File: src/sha256_pkg.sv
// Package with SHA-256 constants, types and round functions.
`timescale 1ns / 1ps
package sha256_pkg;

	localparam int unsigned WordW = 32;
	localparam int unsigned CountW = 61;
	localparam int unsigned NumRounds = 64;
	localparam int unsigned BlockWords = 16;
	localparam int unsigned HashWords = 8;
	localparam int unsigned BlkAddrW = $clog2(BlockWords);
	localparam int unsigned RoundW = $clog2(NumRounds);
	localparam int unsigned HashIdxW = $clog2(HashWords);

	localparam logic OP_APPEND = 1'b0;
	localparam logic OP_FINISH = 1'b1;
	localparam logic [7:0] PAD_BYTE = 8'h80;

	typedef logic [WordW-1:0] word_t;

	localparam word_t ROUND_K [NumRounds] = '{
		32'h428a2f98, 32'h71374491, 32'hb5c0fbcf, 32'he9b5dba5,
		32'h3956c25b, 32'h59f111f1, 32'h923f82a4, 32'hab1c5ed5,
		32'hd807aa98, 32'h12835b01, 32'h243185be, 32'h550c7dc3,
		32'h72be5d74, 32'h80deb1fe, 32'h9bdc06a7, 32'hc19bf174,
		32'he49b69c1, 32'hefbe4786, 32'h0fc19dc6, 32'h240ca1cc,
		32'h2de92c6f, 32'h4a7484aa, 32'h5cb0a9dc, 32'h76f988da,
		32'h983e5152, 32'ha831c66d, 32'hb00327c8, 32'hbf597fc7,
		32'hc6e00bf3, 32'hd5a79147, 32'h06ca6351, 32'h14292967,
		32'h27b70a85, 32'h2e1b2138, 32'h4d2c6dfc, 32'h53380d13,
		32'h650a7354, 32'h766a0abb, 32'h81c2c92e, 32'h92722c85,
		32'ha2bfe8a1, 32'ha81a664b, 32'hc24b8b70, 32'hc76c51a3,
		32'hd192e819, 32'hd6990624, 32'hf40e3585, 32'h106aa070,
		32'h19a4c116, 32'h1e376c08, 32'h2748774c, 32'h34b0bcb5,
		32'h391c0cb3, 32'h4ed8aa4a, 32'h5b9cca4f, 32'h682e6ff3,
		32'h748f82ee, 32'h78a5636f, 32'h84c87814, 32'h8cc70208,
		32'h90befffa, 32'ha4506ceb, 32'hbef9a3f7, 32'hc67178f2
	};

	localparam word_t INIT_HASH [HashWords] = '{
		32'h6a09e667, 32'hbb67ae85, 32'h3c6ef372, 32'ha54ff53a,
		32'h510e527f, 32'h9b05688c, 32'h1f83d9ab, 32'h5be0cd19
	};

	typedef struct packed {
		logic  start;
		logic  busy;
		logic  done;
	} core_ctl_t;

	function automatic word_t rotr(input word_t x, input int unsigned n);
		rotr = (x >> n) | (x << (WordW - n));
	endfunction

	function automatic word_t ssig0(input word_t x);
		ssig0 = rotr(x, 7) ^ rotr(x, 18) ^ (x >> 3);
	endfunction

	function automatic word_t ssig1(input word_t x);
		ssig1 = rotr(x, 17) ^ rotr(x, 19) ^ (x >> 10);
	endfunction

	function automatic word_t bsig0(input word_t x);
		bsig0 = rotr(x, 2) ^ rotr(x, 13) ^ rotr(x, 22);
	endfunction

	function automatic word_t bsig1(input word_t x);
		bsig1 = rotr(x, 6) ^ rotr(x, 11) ^ rotr(x, 25);
	endfunction

endpackage

File: src/sha256_message_hasher_top.sv
// Top level of the byte-serial SHA-256 hasher.
//  channel | valid     | stall     | payload
//  in      | in_valid  | in_stall  | opcode, data_byte
//  out     | out_valid | out_stall | digest_word, word_index, last_word
// A byte that does not close a block is taken without stalling the input.
// A byte that closes a block stalls the input while the core is started, loads the block
// from memory, runs 64 rounds, adds into the hash and hands the result back.
// A finish pads the block byte by byte, runs one or two compressions and then
// offers eight result items, one per cycle while out_stall is low.
// Reset clears the control state and restores the initial hash words.
`timescale 1ns / 1ps
module sha256_message_hasher_top
	import sha256_pkg::*;
(
	input  logic        clk,
	input  logic        arst_n,
	input  logic        in_valid,
	output logic        in_stall,
	input  logic        opcode,
	input  logic [7:0]  data_byte,
	output logic        out_valid,
	input  logic        out_stall,
	output logic [31:0] digest_word,
	output logic [2:0]  word_index,
	output logic        last_word
);

	typedef enum logic [5:0] {
		S_IDLE = 6'b000001,
		S_PAD  = 6'b000010,
		S_LEN  = 6'b000100,
		S_HASH = 6'b001000,
		S_WAIT = 6'b010000,
		S_OUT  = 6'b100000
	} state_t;

	state_t state_q;
	word_t hash_q [HashWords];
	logic [CountW-1:0] count_q;
	logic [5:0] pos_q;
	logic [63:0] bits_q;
	logic fin_q, last_blk_q;
	logic [HashIdxW-1:0] oidx_q;
	word_t wacc_q;

	core_ctl_t ctl;
	word_t hash_new [HashWords];
	logic start;
	logic blk_we;
	logic [BlkAddrW-1:0] blk_addr;
	word_t blk_wdata;
	logic [7:0] wr_byte;
	logic in_acc;
	word_t acc_next;

	assign in_stall = (state_q != S_IDLE);
	assign in_acc = in_valid && !in_stall;

	// Bytes gather in a word register and go to memory when the word fills.
	always_comb begin
		wr_byte = (state_q == S_IDLE) ? ((opcode == OP_FINISH) ? PAD_BYTE : data_byte)
			: 8'h00;
		acc_next = {wacc_q[23:0], wr_byte};
		blk_we = 1'b0;
		blk_addr = pos_q[5:2];
		blk_wdata = acc_next;
		if (state_q == S_IDLE && in_acc && pos_q[1:0] == 2'd3) blk_we = 1'b1;
		if (state_q == S_PAD && pos_q[1:0] == 2'd3) blk_we = 1'b1;
		if (state_q == S_LEN) begin
			blk_we = 1'b1;
			blk_addr = pos_q[0] ? BlkAddrW'(15) : BlkAddrW'(14);
			blk_wdata = pos_q[0] ? bits_q[31:0] : bits_q[63:32];
		end
	end

	assign start = (state_q == S_HASH);

	sha256_round u_round (
		.clk      (clk),
		.arst_n   (arst_n),
		.start    (start),
		.hash_in  (hash_q),
		.blk_we   (blk_we),
		.blk_addr (blk_addr),
		.blk_wdata(blk_wdata),
		.ctl      (ctl),
		.hash_out (hash_new)
	);

	always_ff @(posedge clk or negedge arst_n) begin
		if (!arst_n) begin
			state_q <= S_IDLE;
			count_q <= '0;
			pos_q <= '0;
			fin_q <= 1'b0;
			last_blk_q <= 1'b0;
			oidx_q <= '0;
			for (int i = 0; i < HashWords; i++) hash_q[i] <= INIT_HASH[i];
		end else begin
			case (state_q)
				S_IDLE: begin
					if (in_acc) begin
						pos_q <= pos_q + 1'b1;
						if (opcode == OP_APPEND) begin
							count_q <= count_q + 1'b1;
							if (pos_q == 6'd63) begin
								state_q <= S_HASH;
								fin_q <= 1'b0;
							end
						end else begin
							fin_q <= 1'b1;
							bits_q <= {count_q, 3'b000};
							if (pos_q == 6'd63) begin
								state_q <= S_HASH;
								last_blk_q <= 1'b0;
							end else if (pos_q == 6'd55) begin
								// The pad byte closed word 13, so the length goes next.
								state_q <= S_LEN;
								pos_q <= '0;
							end else begin
								state_q <= S_PAD;
							end
						end
					end
				end
				S_PAD: begin
					pos_q <= pos_q + 1'b1;
					if (pos_q == 6'd63) begin
						state_q <= S_HASH;
						last_blk_q <= 1'b0;
					end else if (pos_q == 6'd55 && pos_q[5:0] >= 6'd55) begin
						// Length fits in this block: stop after byte 55.
						state_q <= S_LEN;
						pos_q <= '0;
					end
				end
				S_LEN: begin
					pos_q <= pos_q + 1'b1;
					if (pos_q[0]) begin
						state_q <= S_HASH;
						last_blk_q <= 1'b1;
						pos_q <= '0;
					end
				end
				S_HASH: state_q <= S_WAIT;
				S_WAIT: begin
					if (ctl.done) begin
						for (int i = 0; i < HashWords; i++) hash_q[i] <= hash_new[i];
						if (!fin_q) begin
							state_q <= S_IDLE;
						end else if (last_blk_q) begin
							state_q <= S_OUT;
							oidx_q <= '0;
						end else begin
							// Block held no room for the length: zero fill a fresh one.
							state_q <= S_PAD;
							pos_q <= '0;
						end
					end
				end
				S_OUT: begin
					if (!out_stall) begin
						oidx_q <= oidx_q + 1'b1;
						if (oidx_q == HashIdxW'(HashWords - 1)) begin
							state_q <= S_IDLE;
							fin_q <= 1'b0;
							last_blk_q <= 1'b0;
							count_q <= '0;
							pos_q <= '0;
							for (int i = 0; i < HashWords; i++) hash_q[i] <= INIT_HASH[i];
						end
					end
				end
				default: state_q <= S_IDLE;
			endcase
		end
	end

	always_ff @(posedge clk) begin
		if ((state_q == S_IDLE && in_acc) || state_q == S_PAD) wacc_q <= acc_next;
	end

	assign out_valid = (state_q == S_OUT);
	assign digest_word = hash_q[oidx_q];
	assign word_index = oidx_q;
	assign last_word = (oidx_q == HashIdxW'(HashWords - 1));

`ifndef SYNTH
	a_stall_when_busy: assert property (@(posedge clk) disable iff (!arst_n)
		ctl.busy |-> in_stall) else $error("input open while core busy");
	a_out_only_final: assert property (@(posedge clk) disable iff (!arst_n)
		out_valid |-> fin_q && last_blk_q) else $error("digest without finish");
	a_reset_after_last: assert property (@(posedge clk) disable iff (!arst_n)
		(out_valid && !out_stall && last_word) |=> count_q == '0)
		else $error("count not cleared");
`endif

endmodule

File: src/sha256_round.sv
// Round engine: 64 rounds over the block held in a one-port-read schedule memory.
`timescale 1ns / 1ps
module sha256_round
	import sha256_pkg::*;
(
	input  logic                 clk,
	input  logic                 arst_n,
	input  logic                 start,
	input  word_t                hash_in [HashWords],
	input  logic                 blk_we,
	input  logic [BlkAddrW-1:0]  blk_addr,
	input  word_t                blk_wdata,
	output core_ctl_t            ctl,
	output word_t                hash_out [HashWords]
);

	typedef enum logic [3:0] {
		ST_IDLE  = 4'b0001,
		ST_LOAD  = 4'b0010,
		ST_ROUND = 4'b0100,
		ST_ADD   = 4'b1000
	} state_t;

	state_t state_q;
	logic [RoundW-1:0] rnd_q;
	logic [BlkAddrW:0] ld_q;
	word_t win_q [BlockWords];
	word_t v_q [HashWords];
	word_t out_q [HashWords];
	logic done_q;

	// The block store: a 16-entry memory holding the words of the message block.
	word_t blk_mem [BlockWords];

	word_t w_cur, w_new, t1, t2, ch, maj;

	// Schedule word for this round comes from the shift window of 16 words.
	always_comb begin
		w_new = ssig1(win_q[14]) + win_q[9] + ssig0(win_q[1]) + win_q[0];
		w_cur = win_q[0];
		ch = (v_q[4] & v_q[5]) ^ (~v_q[4] & v_q[6]);
		maj = (v_q[0] & v_q[1]) ^ (v_q[0] & v_q[2]) ^ (v_q[1] & v_q[2]);
		t1 = v_q[7] + bsig1(v_q[4]) + ch + ROUND_K[rnd_q] + w_cur;
		t2 = bsig0(v_q[0]) + maj;
	end

	word_t rd_s1;
	always_ff @(posedge clk) begin
		if (blk_we) begin
			blk_mem[blk_addr] <= blk_wdata;
		end
		rd_s1 <= blk_mem[ld_q[BlkAddrW-1:0]];
	end

	always_ff @(posedge clk or negedge arst_n) begin
		if (!arst_n) begin
			state_q <= ST_IDLE;
			rnd_q <= '0;
			ld_q <= '0;
			done_q <= 1'b0;
		end else begin
			done_q <= 1'b0;
			case (state_q)
				ST_IDLE: begin
					if (start) begin
						state_q <= ST_LOAD;
						ld_q <= '0;
					end
				end
				ST_LOAD: begin
					ld_q <= ld_q + 1'b1;
					if (ld_q == (BlkAddrW+1)'(BlockWords)) begin
						state_q <= ST_ROUND;
						rnd_q <= '0;
					end
				end
				ST_ROUND: begin
					rnd_q <= rnd_q + 1'b1;
					if (rnd_q == RoundW'(NumRounds - 1)) begin
						state_q <= ST_ADD;
					end
				end
				ST_ADD: begin
					state_q <= ST_IDLE;
					done_q <= 1'b1;
				end
				default: state_q <= ST_IDLE;
			endcase
		end
	end

	always_ff @(posedge clk) begin
		case (state_q)
			ST_IDLE: begin
				for (int i = 0; i < HashWords; i++) v_q[i] <= hash_in[i];
			end
			ST_LOAD: begin
				// Read data is registered, so it arrives in the cycle after its address.
				if (ld_q != '0) begin
					for (int i = 0; i < BlockWords - 1; i++) win_q[i] <= win_q[i+1];
					win_q[BlockWords-1] <= rd_s1;
				end
			end
			ST_ROUND: begin
				for (int i = 0; i < BlockWords - 1; i++) win_q[i] <= win_q[i+1];
				win_q[BlockWords-1] <= w_new;
				v_q[7] <= v_q[6];
				v_q[6] <= v_q[5];
				v_q[5] <= v_q[4];
				v_q[4] <= v_q[3] + t1;
				v_q[3] <= v_q[2];
				v_q[2] <= v_q[1];
				v_q[1] <= v_q[0];
				v_q[0] <= t1 + t2;
			end
			ST_ADD: begin
				for (int i = 0; i < HashWords; i++) out_q[i] <= hash_in[i] + v_q[i];
			end
			default: ;
		endcase
	end

	assign ctl.start = start;
	assign ctl.busy = (state_q != ST_IDLE);
	assign ctl.done = done_q;
	assign hash_out = out_q;

`ifndef SYNTH
	a_done_after_add: assert property (@(posedge clk) disable iff (!arst_n)
		(state_q == ST_ADD) |=> done_q) else $error("done missing after add");
	a_no_start_busy: assert property (@(posedge clk) disable iff (!arst_n)
		(state_q != ST_IDLE) |-> !start) else $error("start while busy");
	a_round_enter: assert property (@(posedge clk) disable iff (!arst_n)
		(state_q == ST_ROUND && $past(state_q) == ST_LOAD) |-> rnd_q == '0)
		else $error("round counter not cleared");
`endif

endmodule

File: config.mk
export PLATFORM = sky130hd
export DESIGN_NAME = sha256_message_hasher_top
export DESIGN_NICKNAME = d
export VERILOG_FILES = /design/src/sha256_pkg.sv /design/src/sha256_message_hasher_top.sv /design/src/sha256_round.sv
export SDC_FILE = /design/constraint.sdc
export NUM_CORES = 2
export LEC_CHECK = 0
export BUFFER_PORTS_ARGS = -buffer_cell sky130_fd_sc_hd__buf_2
export CAP_MARGIN = 20
export CORE_MARGIN = 2
export CORE_UTILIZATION = 52
export DETAILED_ROUTE_END_ITERATION = 10
export PLACE_DENSITY = 0.7
export SLEW_MARGIN = 10
export SYNTH_ARGS = -nofsm -noshare
export SYNTH_HDL_FRONTEND = slang
export SYNTH_SLANG_ARGS = --single-unit
File: constraint.sdc
create_clock -name clk -period 31.4 [get_ports clk]
set_input_delay 1.57 -clock clk [delete_from_list [all_inputs] [get_ports clk]]
set_output_delay 1.57 -clock clk [all_outputs]
set_load 0.005 [all_outputs]
==> flow_summary.json <==
{
  "crit_buf_inv": 4,
  "skew_ps": 58.3,
  "io_buffer_count": 50,
  "finalHoldViolCount": 0,
  "grt_first_pass_wirelength_um": 422000,
  "crit_required_ps": 32110,
  "cp-end-kind": "register",
  "syn_to_final_growth_pct": 10.3,
  "wire_per_inst_um": 27.4,
  "status": "complete, no violations",
  "hold_buffers": 0,
  "syn_nets": 8317,
  "initial_core_util_pct": 52.2,
  "overflow": 0,
  "ys_seq_area_share_pct": 58.0,
  "n_fill_cell": 15109,
  "min_from": "u_round.win_q[1][168]",
  "ctsResizeCount": 0,
  "async_flop_share_pct": 17.5,
  "gp_congestion": 0.975,
  "hp-class": "reg2reg",
  "clk_pin_slew_worst_paths_ps": 60,
  "cap_violations": 0,
  "first_global_vias": 63363,
  "yosys_warnings": 0,
  "cts-root-buf": "clkbuf_16",
  "setup_viol": 0,
  "fin_ws_ps": 20510,
  "row_count": 161,
  "path_class": "reg2reg",
  "synth_cell_types": 89,
  "crit_fanout": 19,
  "crit_path_frequent_cell": "fa_1",
  "synthCells": 7708,
  "finalSetupTns_ps": 0,
  "syn-cell-area_um2": 101000,
  "max_freq_ghz": 0.0918,
  "cts_setup_buffers": 0,
  "drive_gt1_share_pct": 12.2,
  "crit_arrival_ps": 11600,
  "pre_cts_ws_ps": 20640,
  "slew_headroom_pct": 20.3,
  "crit_start": "u_round.rnd_q[0]",
  "cts_tree": "yes",
  "slew_viol_final": 0,
  "cp-start-kind": "register",
  "final.period_utilization_pct": 34.7,
  "antenna_found_initial": 4,
  "drc": 0,
  "drt-initial-drc-count": 8120,
  "clkLatencyLatePin_ps": 890,
  "layout_common_cells": "edfxtp_1, nand2_1, xnor2_1",
  "synth_ff_type": "edfxtp_1",
  "final_common_cell": "edfxtp_1",
  "r2r-start": "u_round.rnd_q[0]",
  "cts_htree_levels": 4,
  "via_per_inst": 6.23,
  "die_area_um2": 197000,
  "grt_max_degree": 214,
  "synth_area_leader_cell": "edfxtp_1",
  "min_period_ps": 10890,
  "max_stage_delay_ps": 830,
  "num_vias": 65185,
  "synth_edf_count": 1621,
  "ys_top_cells_by_area": "edfxtp_1, dfrtp_1, mux4_2",
  "wirelength_um": 286000,
  "cts.path.max_buffers": 3,
  "rsz0062_at_grt": "no",
  "worstMarginPinSlew_ps": 1190,
  "cp_top_family": "adder cells",
  "synth_seq_cells": 2003,
  "die_h_um": 444,
  "grt_usage_pct": 28.9,
  "ant_nets": 0,
  "fp.dieW_um": 444,
  "io_pins": 51,
  "clock-sinks": 2003,
  "postLayoutCoreUtil_pct": 57.6,
  "cpMaxStageDelayCell": "dfrtp_1",
  "hpwl_um": 196000,
  "numCtsBuffers": 203,
  "synth.avg_cell_area_um2": 13.0,
  "drt_pass1_iterations": 8,
  "core_area_um2": 192000,
  "nNetsFinal": 8357,
  "yosysTopAreaCellShare_pct": 48.4
}
[flip-flops by register name (all words and copies together) (netlist names), 5 cells and up]
| signal | cells |
|---|---|
| state_q | 6 |
| count_q | 61 |
| wacc_q | 24 |
| u_round.v_q | 256 |
| u_round.blk_mem | 512 |
| bits_q | 61 |
| u_round.rd_s1 | 32 |
| hash_q | 256 |
| u_round.hash_out | 256 |
| u_round.win_q | 512 |
| pos_q | 6 |
| u_round.rnd_q | 6 |
| u_round.ld_q | 5 |
[cells in the mapped netlist (153+ instances only)]
cell	count
nor2_1	349
ha_1	401
xor2_1	153
dfrtp_1	212
o21ai_0	347
xnor2_1	455
fa_1	195
a21o_1	166
edfxtp_1	1621
mux4_2	230
nand2_1	1049
clkbuf_1	284
inv_1	252
a21oi_1	367
[layout make-up]
class                           count  area [um^2]  share of cell area (%)
Sequential cell                  2003        58300                    52.6
Tap cell                         2526         3160                    2.85
Antenna cell                        3         7.51                 0.00677
Clock inverter                     88         1160                    1.05
Timing Repair Buffer              180         1350                    1.22
Clock buffer                      298         5750                    5.19
Multi-Input combinational cell   5103        40200                    36.2
Inverter                          257          965                   0.870
[stage by stage]
| stage | cell area (um^2) | std cells | hold slack [ps] |
|---|---|---|---|
| 5_1_grt | 111000 | 10456 | 380 |
| 2_1_floorplan | 101000 | 7708 | 400 |
| 3_5_place_dp | 104000 | 10064 | 405 |
| 3_3_place_gp | 104000 | 10062 | 400 |
| 4_1_cts | 111000 | 10450 | 368 |
| 6_report | 111000 | 10458 | 380 |
[metal layers]
layer / wire [um] / vias up / GRT usage, %
met5: 0 / - / 0
met4: 9290 / 0 / 9.39
met3: 27500 / 467 / 6.22
met2: 125000 / 3091 / 42.4
met1: 124000 / 32975 / 43.0
li1: - / 28652 / -
[worst reg2reg max path: cells and delay by family (launching register included)]
| family | cells | cell delay, ps |
|---|---|---|
| AOI/OAI and AO/OA | 12 | 3520 |
| DFF | 1 | 830 |
| muxes | 1 | 510 |
| and+or+nand+nor | 6 | 1440 |
| adders and majority gates | 8 | 3590 |
| buffers and inverters | 4 | 820 |
[worst paths after layout]
path	to	slack (ps)	cells past startpoint
setup / recovery	u_round.v_q[0][31]	20510	31
hold / removal	u_round.win_q[1][136]	380	0
setup reg to reg	u_round.v_q[0][31]	20510	31
hold reg to reg	u_round.win_q[1][136]	380	0
max in group asynchronous	hash_q[79]	28390	4
min in group asynchronous	hash_q[193]	610	1
[cells by family (layout without fill, tap and decap cells)]
| family | Yosys count | after routing | synth area share, % |
|---|---|---|---|
| other cells | 0 | 3 | 0 |
| simple gates | 1978 | 1978 | 8.79 |
| buf+inv | 602 | 823 | 2.29 |
| xor+xnor | 608 | 608 | 5.30 |
| flops | 2003 | 2003 | 58.0 |
| mux | 302 | 302 | 5.90 |
| fa+ha+maj | 622 | 622 | 9.13 |
| compound gates | 1593 | 1593 | 10.6 |
Power is left out: the tool's default activity adds up to more than one toggle a clock period on the data nets, which glitch-free logic cannot reach.
